==> src/rtl/msgrt_pkg.sv <==
// package: types, sizes and command struct for the message reassembly tracker
package msgrt_pkg;

  // table geometry
  localparam int TABLE_DEPTH = 16;
  localparam int IDX_W       = (TABLE_DEPTH > 1) ? $clog2(TABLE_DEPTH) : 1;

  // one received packet
  typedef struct packed {
    logic [15:0] message_id;
    logic [7:0]  message_packets;
    logic [7:0]  packet_index;
    logic [31:0] injection_time;
  } in_item_t;

  // one result item
  typedef struct packed {
    logic        message_done;
    logic [15:0] done_id;
    logic [31:0] done_time;
    logic        table_overflow;
  } out_item_t;

  // controller to datapath commands
  typedef struct packed {
    logic load;
    logic search;
    logic commit;
  } dp_cmd_t;

  // controller states
  typedef enum logic [2:0] {
    S_IDLE = 3'b001,
    S_LOOK = 3'b010,
    S_UPD  = 3'b100
  } ctrl_state_t;

endpackage

==> src/rtl/msgrt_ctrl.sv <==
// controller: sequences load, table search and update, owns the output valid
module msgrt_ctrl (
  input  logic               clk,
  input  logic               rst_n,
  input  logic               in_valid,
  output logic               in_ready,
  output logic               out_valid,
  input  logic               out_ready,
  output msgrt_pkg::dp_cmd_t cmd
);

  msgrt_pkg::ctrl_state_t state_r, state_nxt;
  logic                   out_valid_r, out_valid_nxt;

  // handshake and commands
  assign in_ready   = (state_r == msgrt_pkg::S_IDLE);
  assign out_valid  = out_valid_r;
  assign cmd.load   = in_valid && in_ready;
  assign cmd.search = (state_r == msgrt_pkg::S_LOOK);
  assign cmd.commit = (state_r == msgrt_pkg::S_UPD) && (!out_valid_r || out_ready);

  // next state
  always_comb begin
    state_nxt = state_r;
    case (state_r)
      msgrt_pkg::S_IDLE: begin
        if (cmd.load) state_nxt = msgrt_pkg::S_LOOK;
      end
      msgrt_pkg::S_LOOK: begin
        state_nxt = msgrt_pkg::S_UPD;
      end
      msgrt_pkg::S_UPD: begin
        if (cmd.commit) state_nxt = msgrt_pkg::S_IDLE;
      end
      default: begin
        state_nxt = msgrt_pkg::S_IDLE;
      end
    endcase
  end

  // output slot occupancy
  always_comb begin
    out_valid_nxt = out_valid_r;
    if (cmd.commit) begin
      out_valid_nxt = 1'b1;
    end else if (out_ready) begin
      out_valid_nxt = 1'b0;
    end
  end

  // control registers
  always_ff @(posedge clk) begin
    if (!rst_n) begin
      state_r     <= msgrt_pkg::S_IDLE;
      out_valid_r <= 1'b0;
    end else begin
      state_r     <= state_nxt;
      out_valid_r <= out_valid_nxt;
    end
  end

  // an accepted item goes straight to the search
  a_load_to_look: assert property (@(posedge clk) disable iff (!rst_n)
    cmd.load |=> (state_r == msgrt_pkg::S_LOOK))
    else $error("accepted item did not enter search");

  // search is always followed by update
  a_look_to_upd: assert property (@(posedge clk) disable iff (!rst_n)
    (state_r == msgrt_pkg::S_LOOK) |=> (state_r == msgrt_pkg::S_UPD))
    else $error("search not followed by update");

  // a commit never overwrites a result that is not taken
  a_commit_slot_free: assert property (@(posedge clk) disable iff (!rst_n)
    cmd.commit |-> (!out_valid_r || out_ready))
    else $error("commit into occupied output slot");

endmodule

==> src/rtl/msgrt_dp.sv <==
// datapath: open message table, id match, entry update and result register
module msgrt_dp (
  input  logic                 clk,
  input  logic                 rst_n,
  input  msgrt_pkg::dp_cmd_t   cmd,
  input  msgrt_pkg::in_item_t  in_data,
  output msgrt_pkg::out_item_t out_data
);

  localparam int DEPTH = msgrt_pkg::TABLE_DEPTH;
  localparam int IW    = msgrt_pkg::IDX_W;

  // table storage
  logic [DEPTH-1:0] valid_r;
  logic [15:0]      id_r    [DEPTH];
  logic [7:0]       size_r  [DEPTH];
  logic [7:0]       count_r [DEPTH];
  logic [31:0]      time_r  [DEPTH];

  // item and search results
  msgrt_pkg::in_item_t  item_r;
  msgrt_pkg::out_item_t res_r, res_nxt;
  logic                 hit_r, hit_nxt;
  logic [IW-1:0]        hit_idx_r, hit_idx_nxt;
  logic                 free_r, free_nxt;
  logic [IW-1:0]        free_idx_r, free_idx_nxt;

  logic        single;
  logic [7:0]  cnt_inc;
  logic [31:0] upd_time;
  logic        hit_done;

  // parallel id match, lowest index wins
  always_comb begin
    hit_nxt      = 1'b0;
    hit_idx_nxt  = '0;
    free_nxt     = 1'b0;
    free_idx_nxt = '0;
    for (int i = DEPTH - 1; i >= 0; i--) begin
      if (valid_r[i] && (id_r[i] == item_r.message_id)) begin
        hit_nxt     = 1'b1;
        hit_idx_nxt = IW'(i);
      end
      if (!valid_r[i]) begin
        free_nxt     = 1'b1;
        free_idx_nxt = IW'(i);
      end
    end
  end

  // entry update values
  assign single   = (item_r.message_packets == 8'd1);
  assign cnt_inc  = count_r[hit_idx_r] + 8'd1;
  assign upd_time = (item_r.packet_index == 8'd1) ? item_r.injection_time
                                                  : time_r[hit_idx_r];
  assign hit_done = (cnt_inc == size_r[hit_idx_r]);

  // result of this item
  always_comb begin
    res_nxt = '0;
    if (single) begin
      res_nxt.message_done = 1'b1;
      res_nxt.done_id      = item_r.message_id;
      res_nxt.done_time    = item_r.injection_time;
    end else if (!hit_r) begin
      res_nxt.table_overflow = !free_r;
    end else if (hit_done) begin
      res_nxt.message_done = 1'b1;
      res_nxt.done_id      = id_r[hit_idx_r];
      res_nxt.done_time    = upd_time;
    end
  end

  // item and search registers
  always_ff @(posedge clk) begin
    if (cmd.load) item_r <= in_data;
    if (cmd.search) begin
      hit_r      <= hit_nxt;
      hit_idx_r  <= hit_idx_nxt;
      free_r     <= free_nxt;
      free_idx_r <= free_idx_nxt;
    end
    if (cmd.commit) res_r <= res_nxt;
  end

  // entry payload writes
  always_ff @(posedge clk) begin
    if (cmd.commit && !single) begin
      if (!hit_r) begin
        if (free_r) begin
          id_r[free_idx_r]    <= item_r.message_id;
          size_r[free_idx_r]  <= item_r.message_packets;
          count_r[free_idx_r] <= 8'd1;
          time_r[free_idx_r]  <= item_r.injection_time;
        end
      end else begin
        count_r[hit_idx_r] <= cnt_inc;
        time_r[hit_idx_r]  <= upd_time;
      end
    end
  end

  // valid bits, cleared at reset
  always_ff @(posedge clk) begin
    if (!rst_n) begin
      valid_r <= '0;
    end else if (cmd.commit && !single) begin
      if (!hit_r) begin
        if (free_r) valid_r[free_idx_r] <= 1'b1;
      end else if (hit_done) begin
        valid_r[hit_idx_r] <= 1'b0;
      end
    end
  end

  assign out_data = res_r;

  // overflow is only reported on a full table
  a_ovf_full: assert property (@(posedge clk) disable iff (!rst_n)
    (cmd.commit && res_nxt.table_overflow) |-> (&valid_r))
    else $error("overflow reported with a free entry");

  // a completion frees exactly one entry
  a_done_frees: assert property (@(posedge clk) disable iff (!rst_n)
    (cmd.commit && !single && hit_r && hit_done) |=>
      ($countones(valid_r) + 1 == $countones($past(valid_r))))
    else $error("completion did not free one entry");

  // a one-packet message leaves the table untouched
  a_single_no_change: assert property (@(posedge clk) disable iff (!rst_n)
    (cmd.commit && single) |=> (valid_r == $past(valid_r)))
    else $error("one-packet message changed the table");

endmodule

==> src/rtl/message_reassembly_tracker_unit.sv <==
// top level: message reassembly tracker, controller plus table datapath
// result: the item is searched, then the update registers it, stalling while the output is full
// a new item is taken only after the previous one has left the search and update states
// a new item is taken while the previous result still waits in the output register
// reset (rst_n low, synchronous) clears the controller, output valid and all entry
// valid bits at once; no clearing pass, entry payload is not reset
module message_reassembly_tracker_unit (
  input  logic                 clk,
  input  logic                 rst_n,
  input  logic                 in_valid,
  output logic                 in_ready,
  input  msgrt_pkg::in_item_t  in_data,
  output logic                 out_valid,
  input  logic                 out_ready,
  output msgrt_pkg::out_item_t out_data
);

  msgrt_pkg::dp_cmd_t cmd;

  // sequencing and handshakes
  msgrt_ctrl u_ctrl (
    .clk       (clk),
    .rst_n     (rst_n),
    .in_valid  (in_valid),
    .in_ready  (in_ready),
    .out_valid (out_valid),
    .out_ready (out_ready),
    .cmd       (cmd)
  );

  // table and result datapath
  msgrt_dp u_dp (
    .clk      (clk),
    .rst_n    (rst_n),
    .cmd      (cmd),
    .in_data  (in_data),
    .out_data (out_data)
  );

endmodule

==> config.mk <==
export PLATFORM = sky130hd
export DESIGN_NAME = message_reassembly_tracker_unit
export DESIGN_NICKNAME = d
export VERILOG_FILES = /design/src/rtl/msgrt_pkg.sv /design/src/rtl/msgrt_ctrl.sv /design/src/rtl/msgrt_dp.sv /design/src/rtl/message_reassembly_tracker_unit.sv
export SDC_FILE = /design/constraint.sdc
export NUM_CORES = 1
export LEC_CHECK = 0
export BUFFER_PORTS_ARGS = -buffer_cell sky130_fd_sc_hd__clkbuf_2
export CAP_MARGIN = 20
export CORE_UTILIZATION = 65
export DETAILED_ROUTE_END_ITERATION = 10
export GPL_ROUTABILITY_DRIVEN = 0
export MAX_ROUTING_LAYER = met4
export PLACE_DENSITY = 0.78
export SLEW_MARGIN = 20
export SYNTH_ARGS = -nofsm -noshare
export SYNTH_HDL_FRONTEND = slang
export SYNTH_HIERARCHICAL = 1
export SYNTH_SLANG_ARGS = --single-unit
==> constraint.sdc <==
create_clock -name clk -period 10.4 [get_ports clk]
set_input_delay 0.52 -clock clk [delete_from_list [all_inputs] [get_ports clk]]
set_output_delay 0.52 -clock clk [all_outputs]
set_load 0.01 [all_outputs]
# ---- Word-level counts from Yosys, hierarchy flattened
# Memories as Yosys holds them, arrays and structs flattened.
# Index checks and enable logic that the tools add are counted.
dict set report totals {
  latch_bits 0
  mem_count 4
  elab_cells 159
  input_bits 68
  mem_bits_ro 0
  regBits 144
  ram_bits 1024
  output_inout_bits 52
}
dict set report classes {
  n_shift 0
  div 0
  n_eq_ne 25
  mul 0
  mux 61
  n_lt_le_gt_ge 4
  addsub 1
  bitwise 3
  n_reduce_logical 40
}
# memory depth width rd rd_ports_with_merged_regs wr line_no
set mem_list {}
lappend mem_list {u_dp.time_r 16 32 1 0 1 msgrt_dp.sv:18} ;# logic [31:0] time_r [DEPTH];
lappend mem_list {u_dp.id_r 16 16 17 0 1 msgrt_dp.sv:15} ;# logic [15:0] id_r [DEPTH];
lappend mem_list {u_dp.count_r 16 8 1 0 1 msgrt_dp.sv:17} ;# logic [7:0] count_r [DEPTH];
lappend mem_list {u_dp.size_r 16 8 1 0 1 msgrt_dp.sv:16} ;# logic [7:0] size_r [DEPTH];
# op count
set ops {}
lappend ops {{== test 16 bit} 16}
lappend ops {{two-way mux 49 bit} 2}
lappend ops {{two-way mux 4 bit} 18}
lappend ops {{two-way mux 32 bit} 2}
lappend ops {{two-way mux 16 bit} 3}
lappend ops {{two-way mux 48 bit} 1}
lappend ops {{OR reduction 32 bit} 1}
lappend ops {{two-way mux 3 bit} 10}
lappend ops {{logical AND 1 bit} 21}
lappend ops {{two-way mux 1 bit} 17}
lappend ops {{bitwise AND 16 bit} 1}
lappend ops {{== test 8 x 1 -> 1 bit, second input constant} 2}
lappend ops {{NOT 16 bit} 1}
lappend ops {{OR 16 bit} 1}
lappend ops {{OR reduction 8 bit} 2}
lappend ops {{AND reduction 15 bit} 1}
lappend ops {{OR reduction 15 bit} 1}
lappend ops {{less-than comparator 4 x 5 -> 1 bit, second input constant} 2}
lappend ops {{case mux 3 bit (3 select lines)} 1}
lappend ops {{adder 8 x 1 -> 8 bit, second input constant} 1}
lappend ops {{demux 1 bit (select 4 bit)} 2}
lappend ops {{== test 8 bit} 1}
lappend ops {{>= comparator 4 x 1 -> 1 bit, second input constant} 2}
lappend ops {{two-way mux 2 bit} 4}
lappend ops {{other kinds (15)} 21}

# ---- Depth between registers and ports, before layout
# Gate-level depths: netlist (run 1).
# An unclocked memory read counts as a cell.
dict set report logic_depth {
  word_depth 18
  mapped_depth 17
  depth_no_buf 13
}

# ---- Cells and area by module
# Netlist (run 1), hierarchy kept.
# module area_each_um2 n_inst seq_area_each_um2 cells_each
set by_module_without_submodules {}
lappend by_module_without_submodules {msgrt_dp 48013.5 1 34793.4 2454}
lappend by_module_without_submodules {msgrt_ctrl 190.2 1 80.1 19}

# ---- Worst setup path after synthesis (run 1)
# Ideal clock, no wire load.
dict set report synth_timing {
  kind {register -> register}
  startpoint {register u_ctrl.state_r[2]}
  endpoint {memory u_dp.count_r[4][0] (enable)}
  setup_ps 437
  path_stages_with_launch 9
  synth_period_minus_slack_ps 4411
  slack_ps 5989
  arrival_time_ps 3974
  path_cell_list {dfxtp_1 -> or3b_1 -> nor2b_1 -> buf_4 -> nor2b_1 -> and2_1 -> clkbuf_1 -> a21boi_0 -> nor2_1}
}
# item line_no
set synth_lines {}
lappend synth_lines {{start, declared} msgrt_ctrl.sv:12} ;# msgrt_pkg::ctrl_state_t state_r, state_nxt;
lappend synth_lines {{start signal, assigned} msgrt_ctrl.sv:54} ;# state_r <= msgrt_pkg::S_IDLE;
lappend synth_lines {{start signal, assigned} msgrt_ctrl.sv:57} ;# state_r <= state_nxt;
lappend synth_lines {{end, declared} msgrt_dp.sv:17}

# ---- Worst setup path after layout (run 1)
dict set report layout_timing {
  startpoint {register u_dp.hit_idx_r[3]}
  endpoint {register u_dp.valid_r[14]}
}
dict set report layout_via {
  elab_chain_len 8
}
# item line_no
set layout_rtl {}
lappend layout_rtl {{start, declared} msgrt_dp.sv:24} ;# logic [IW-1:0] hit_idx_r, hit_idx_nxt;
lappend layout_rtl {{start signal, assigned} msgrt_dp.sv:79} ;# hit_idx_r <= hit_idx_nxt;
lappend layout_rtl {{branches (longest 8 deep; another with memory (16 x 8 bit))} n/a}
lappend layout_rtl {{end signal, assigned} msgrt_dp.sv:106} ;# valid_r <= '0;
lappend layout_rtl {{end signal, assigned by index} msgrt_dp.sv:109} ;# if (free_r) valid_r[free_idx_r] <= 1'b1;
lappend layout_rtl {{end signal, assigned by index} msgrt_dp.sv:111} ;# valid_r[hit_idx_r] <= 1'b0;
lappend layout_rtl {{end, declared} msgrt_dp.sv:14} ;# logic [DEPTH-1:0] valid_r;
# Several ways; the timed one is not identified. The select of a mux whose other input is x is not followed.
# A chain may end at the register's enable or synchronous reset.

==> results.md, run 1 <==
- Status: finished with violations
- Failing checks: DRC
- Core ar.: 73200 sq um
- CTS tree: done
- Avg Cell Area, Syn: 19.5 sq um
- Area delta synth->final: 13.3%
- Worst-margin pin slew: 1160 ps
- Layout cells sized above 1: 0.259
- Cells after Synth: 2473
- Post-synth EDFFs: 1148
- Hold depth: 1
- Vias per Instance: 6.91
- # rows: 99
- Max-Cap Viols: 0
- Yosys warns: 6
- IO Pins: 120
- DP HPWL: 62800 um
- CP Launch Type: flop
- Final Power: 9660 uW
- Area contributors post-synth: edfxtp_1 72%, mux4_2 14%, xnor2_1 3.9%
- Post_cts resized: 0
- Slowest CP cell: or4_2
- Final Hold Vio Count: 0
- Max-slew violations: 0
- Vias in the first global route: 26400
- Final Skew: 25.1 ps
- TritonRoute pass-1 iters: 8
- Crit share post-route: 0.619
- DP Area: 50200 sq um
- Clk sinks: 1168
- Prevailing post-synth register cell: edfxtp_1
- Final wirelength: 119000 um
- Fillers: 3975
- DIE AREA: 75300 sq um
- CP required: 10910 ps
- Die height: 274 um
- Register area share after synthesis: 0.723
- Final Setup Violations: 0
- Total grt overflow: 0
- Synth Net Count: 2542
- Fmax: 155 MHz
- CP cell instances: buf_4, mux2i_1, a22oi_1, a21o_1, nand4_1, nor3_1, xnor2_1, or4_2, buf_4, nor3_2, a311oi_1
- Most common cell after layout, fill and taps aside: edfxtp_1
- Synth Cell Area: 48200 sq um
- Min Tclk post-route: 6440 ps
- CP Capture Type: flop
- Netlist cell types: 59
- Initial antenna violation count: 2
- Drt initial violations: 3422
- FFs w/ async S/R, synth: 0
- Top-area cell type share of the netlist area: 0.715
- IO buf count: 119
- Post-DRT Antenna Nets: 0
- Critical path arrival: 6950 ps
- Final setup TNS: 0 ps
- Starting Density: 0.658
- Cts bufs inserted: 112
- CP peak stage delay: 1120 ps
- Slew margin rel.: 0.227
- Vias: 26000
- Worst setup path class: reg -> reg
- RSZ-0062 raised after global routing: false
- Yosys reg bits: 1168
- First-pass GRT wire length: 174000 um
- Path type of the worst min-delay path: in -> reg
- Fin nets: 2776
- Global Route Usage Sum: 0.334
- CTS H-tree lvls: 3
- Root buf cell: clkbuf_16
- Final instance area: 54600 sq um
- Wire length per cell: 31.5 um
- DRC Markers: 12
- Top cell by count, worst path: buf_4
- Worst reg-to-reg path cell count: 11
- Power Density: 177 nW/um^2
- Die Wd: 274 um
- Later-pin clock latency in the skew report: 690 ps
- Max IR drop VDD: 0.000231 V
- CP max FO: 49
- Pre-CTS WS: 3820 ps
- Most frequent cells in the layout: 1148 x edfxtp_1, 307 x mux4_2, 213 x xnor2_1
- Max clock buf depth: 3
- Largest net degree at the start of global routing: 169
- Leakage: 0.0172 uW
- Leading area contributor after synthesis: edfxtp_1
- Worst-path clk slew: 70 ps
- Final WS setup: 3960 ps
## registers in the layout, summed over array words and instances, names as in the netlist, 3 cells and up
signal / cells
u_dp/time_r: 512
u_dp/id_r: 256
u_dp/count_r: 128
u_dp/size_r: 128
u_dp/item_r: 64
u_dp/out_data: 50
u_dp/valid_r: 16
u_dp/free_idx_r: 4
u_dp/hit_idx_r: 4
u_ctrl/state_r: 3
## power breakdown
group / total, uW / internal [uW] / switching, uW
clock network: 4130 / 2360 / 1770
registers: 5220 / 5190 / 23.1
logic: 307 / 118 / 189
total: 9660 / 7680 / 1980
## layout make-up
class / count / area [sq um] / share of cell area
multi-input cells: 1155 / 12900 / 0.236
clock inverters: 79 / 852 / 0.0156
well taps: 959 / 1200 / 0.0220
flip-flops and latches: 1168 / 34900 / 0.639
clock buffers: 133 / 2880 / 0.0528
inverters: 8 / 30.0 / 0.000550
repair buffers: 262 / 1850 / 0.0339
diodes: 1 / 2.50 / 0.0000458
## kinds of logic after synthesis
family,Yosys count,synth area share
buffers and inverters,150,0.0130
adders and majority gates,2,0.000467
muxes,346,0.152
AOI/OAI and AO/OA,182,0.0250
and+or+nand+nor,358,0.0380
xor gates and xnor gates,267,0.0485
DFF,1168,0.723
## stage by stage
stage	cells	utilization	hold WS [ps]
after floorplan	2473	-	429
after global placement	3486	0.685	467
after detailed placement	3486	0.686	511
after CTS	3756	0.744	1.36
after global routing	3765	0.746	0.830
final	3765	0.746	23.0
## worst max-delay path, delay by kind of cell (launching register included)
| kind | cells | cell delay [ps] |
|---|---|---|
| AOI/OAI and AO/OA | 3 | 790 |
| xor gates and xnor gates | 1 | 140 |
| buffers and inverters | 2 | 1390 |
| DFF | 1 | 1050 |
| muxes | 1 | 200 |
| and+or+nand+nor | 4 | 2620 |
## worst paths after layout
kind	from	endpoint	slack, ps
min	in_data[14]	u_dp/item_r[14]	20
max	u_dp/hit_idx_r[3]	u_dp/valid_r[14]	3960
min reg2reg	u_ctrl/state_r[0]	u_ctrl/state_r[2]	540
max reg2reg	u_dp/hit_idx_r[3]	u_dp/valid_r[14]	3960
## metal layers
metal	track usage	wire [um]
met1	0.451	43500
met2	0.531	59500
met3	0.0574	12100
met4	0.101	3620
met5	-	0
## cell usage after synthesis, types with 10 or more instances
library cell and number:
nor2_1 60, xor2_1 54, a22oi_1 17, nor3_1 10, nor4_1 29, xnor2_1 213, nand3_1 21, a21oi_1 22
nand2_1 118, o21ai_0 59, buf_4 10, clkbuf_1 88, nand2b_1 26, edfxtp_1 1148, dfxtp_1 20, mux4_2 307
nand4_1 50, a311oi_1 13, buf_1 34, o31ai_1 33, mux2i_1 39
## what timing repair did
| action | CTS | global route |
|---|---|---|
| buffers inserted | 0 | 0 |
| hold buffers | 58 | 0 |
| hold endpoints to repair | 58 | 0 |
(Power assumes the default switching activity.)
==> run 2: changes to the inputs <==
CORE_UTILIZATION = 56   (was 65)
PLACE_DENSITY = 0.71   (was 0.78)
clock period = 5.7 ns   (was 10.4 ns; I/O delays follow)
==> run 2 against run 1 <==
The run now ends clean. Clock power rose by 89%. Routed wire length shrank 3.4%. Clock skew is 30 ps higher. Critical path type unchanged. Largest cell class unchanged. Highest routed layer unchanged.
==> results.md, run 2 (same netlist as run 1, synthesis figures left out) <==
- Status: completed
- DP HPWL: 67400 um
- Worst min-delay path startpoint: in_data[27]
- Layout cells sized above 1: 0.268
- Starting Density: 0.566
- Critical path arrival: 5710 ps
- Worst-path clk slew: 70 ps
- Vias per Instance: 6.32
- Largest net degree at the start of global routing: 57
- M1 GR Usage: 0.386
- Max-Cap Viols: 0
- Most common cell after layout, fill and taps aside: edfxtp_1
- Pre-CTS WS: 612 ps
- Diode count: 0
- WHS: 282 ps
- DIE AREA: 87300 sq um
- Die height: 295 um
- Power Density: 323 nW/um^2
- Reg-to-Reg Start: u_dp/hit_idx_r[1]
- First-pass GRT wire length: 169000 um
- Path type of the worst min-delay path: in -> reg
- Final WS setup: 510 ps
- Met3 Usage GRT: 0.0429
- Worst Setup SP: u_dp/hit_idx_r[1]
- CP required: 6220 ps
- Fillers: 5679
- CTS tree: done
- Later-pin clock latency in the skew report: 720 ps
- Vias in the first global route: 25700
- Max IR drop VDD: 0.000300 V
- Gr busiest metal: met2
- # rows: 107
- Core ar.: 85100 sq um
- RSZ-0062 raised after global routing: false
- IO buf count: 119
- Wire length per cell: 28.8 um
- TritonRoute pass-1 iters: 5
- Biggest register: u_dp/time_r
- DRC Markers: 0
- Crit share post-route: 0.910
- Total grt overflow: 0
- Root buf cell: clkbuf_16
- Leakage: 0.0175 uW
- IO Pins: 120
- Final setup TNS: 0 ps
- CTS H-tree lvls: 3
- Initial antenna violation count: 0
- CP Capture Type: flop
- Min Tclk post-route: 5190 ps
- Top Registers: u_dp/time_r (512), u_dp/id_r (256)
- Met2 Use GR: 0.429
- Max clock buf depth: 3
- Worst-margin pin slew: 1150 ps
- Final Hold Vio Count: 0
- Most frequent cells in the layout: 1148 x edfxtp_1, 307 x mux4_2, 213 x xnor2_1
- Fmax: 193 MHz
- Global Route Usage Sum: 0.277
- Slew margin rel.: 0.232
- Drt initial violations: 2902
- Clk sinks: 1168
- Area delta synth->final: 14.8%
- Vias: 25200
- Final Skew: 55.4 ps
- CP max FO: 27
- Worst setup path class: reg -> reg
- Post-DRT Antenna Nets: 0
- Layout Utilization: 0.650
- Die Wd: 295 um
- CP Launch Type: flop
- Max reg flops: 512
- Fin nets: 2812
- Final wirelength: 115000 um
- Cts bufs inserted: 115
- Final Setup Violations: 0
- Max-slew violations: 0
==> run 2: layer usage <==
layer | vias to the layer above | part of all wire
li1 | 10600 | -
met1 | 13200 | 0.41
met2 | 1219 | 0.49
met3 | 182 | 0.082
met4 | 0 | 0.025
met5 | - | 0
==> run 2: cell type report <==
type / count / area, sq um / area share
Clock buffer: 137 / 3000 / 0.0542
Timing Repair Buffer: 295 / 2150 / 0.0388
Inverter: 8 / 30.0 / 0.000543
Multi-Input combinational cell: 1155 / 12900 / 0.233
Sequential cell: 1168 / 34900 / 0.630
Clock inverter: 79 / 937 / 0.0169
Tap cell: 1144 / 1430 / 0.0259
==> run 2: worst paths after layout <==
path,end,cells after the start,slack [ps]
worst max-delay path,u_dp/valid_r[14],13,510
worst min-delay path,u_dp/item_r[27],2,280
worst max register to register,u_dp/valid_r[14],13,510
worst min register to register,u_ctrl/state_r[2],1,530
==> run 2: critical path, cell delays in order (launching register included) <==
cell and delay, ps:
edfxtp_1 940, buf_4 380, mux4_2 320, a22oi_1 210, nand2_1 190, ha_1 370
xnor2_1 160, nand2_1 80, a311oi_1 280, nand4bb_1 150, or4_2 630, buf_4 310
nor3_2 750, a311oi_1 230
==> run 2: timing repair <==
action,in CTS,in global routing
buffers inserted,0,0
gates resized for setup,0,0
endpoints found under the hold margin,68,0
hold buffers,67,0
==> run 2: power breakdown <==
| part | internal, uW | switching, uW |
|---|---|---|
| clock network | 4540 | 3250 |
| logic | 218 | 319 |
| registers | 9480 | 67.3 |
==> run 2: per-stage QoR <==
step / power (uW) / cells / instance area (sq um)
floorplan: 10000 / 2473 / 48200
finish: 17900 / 3986 / 55300
CTS: 18000 / 3984 / 55300
detailed placement: 10200 / 3701 / 50700
global placement: 10200 / 3701 / 50700
global route: 18400 / 3986 / 55300
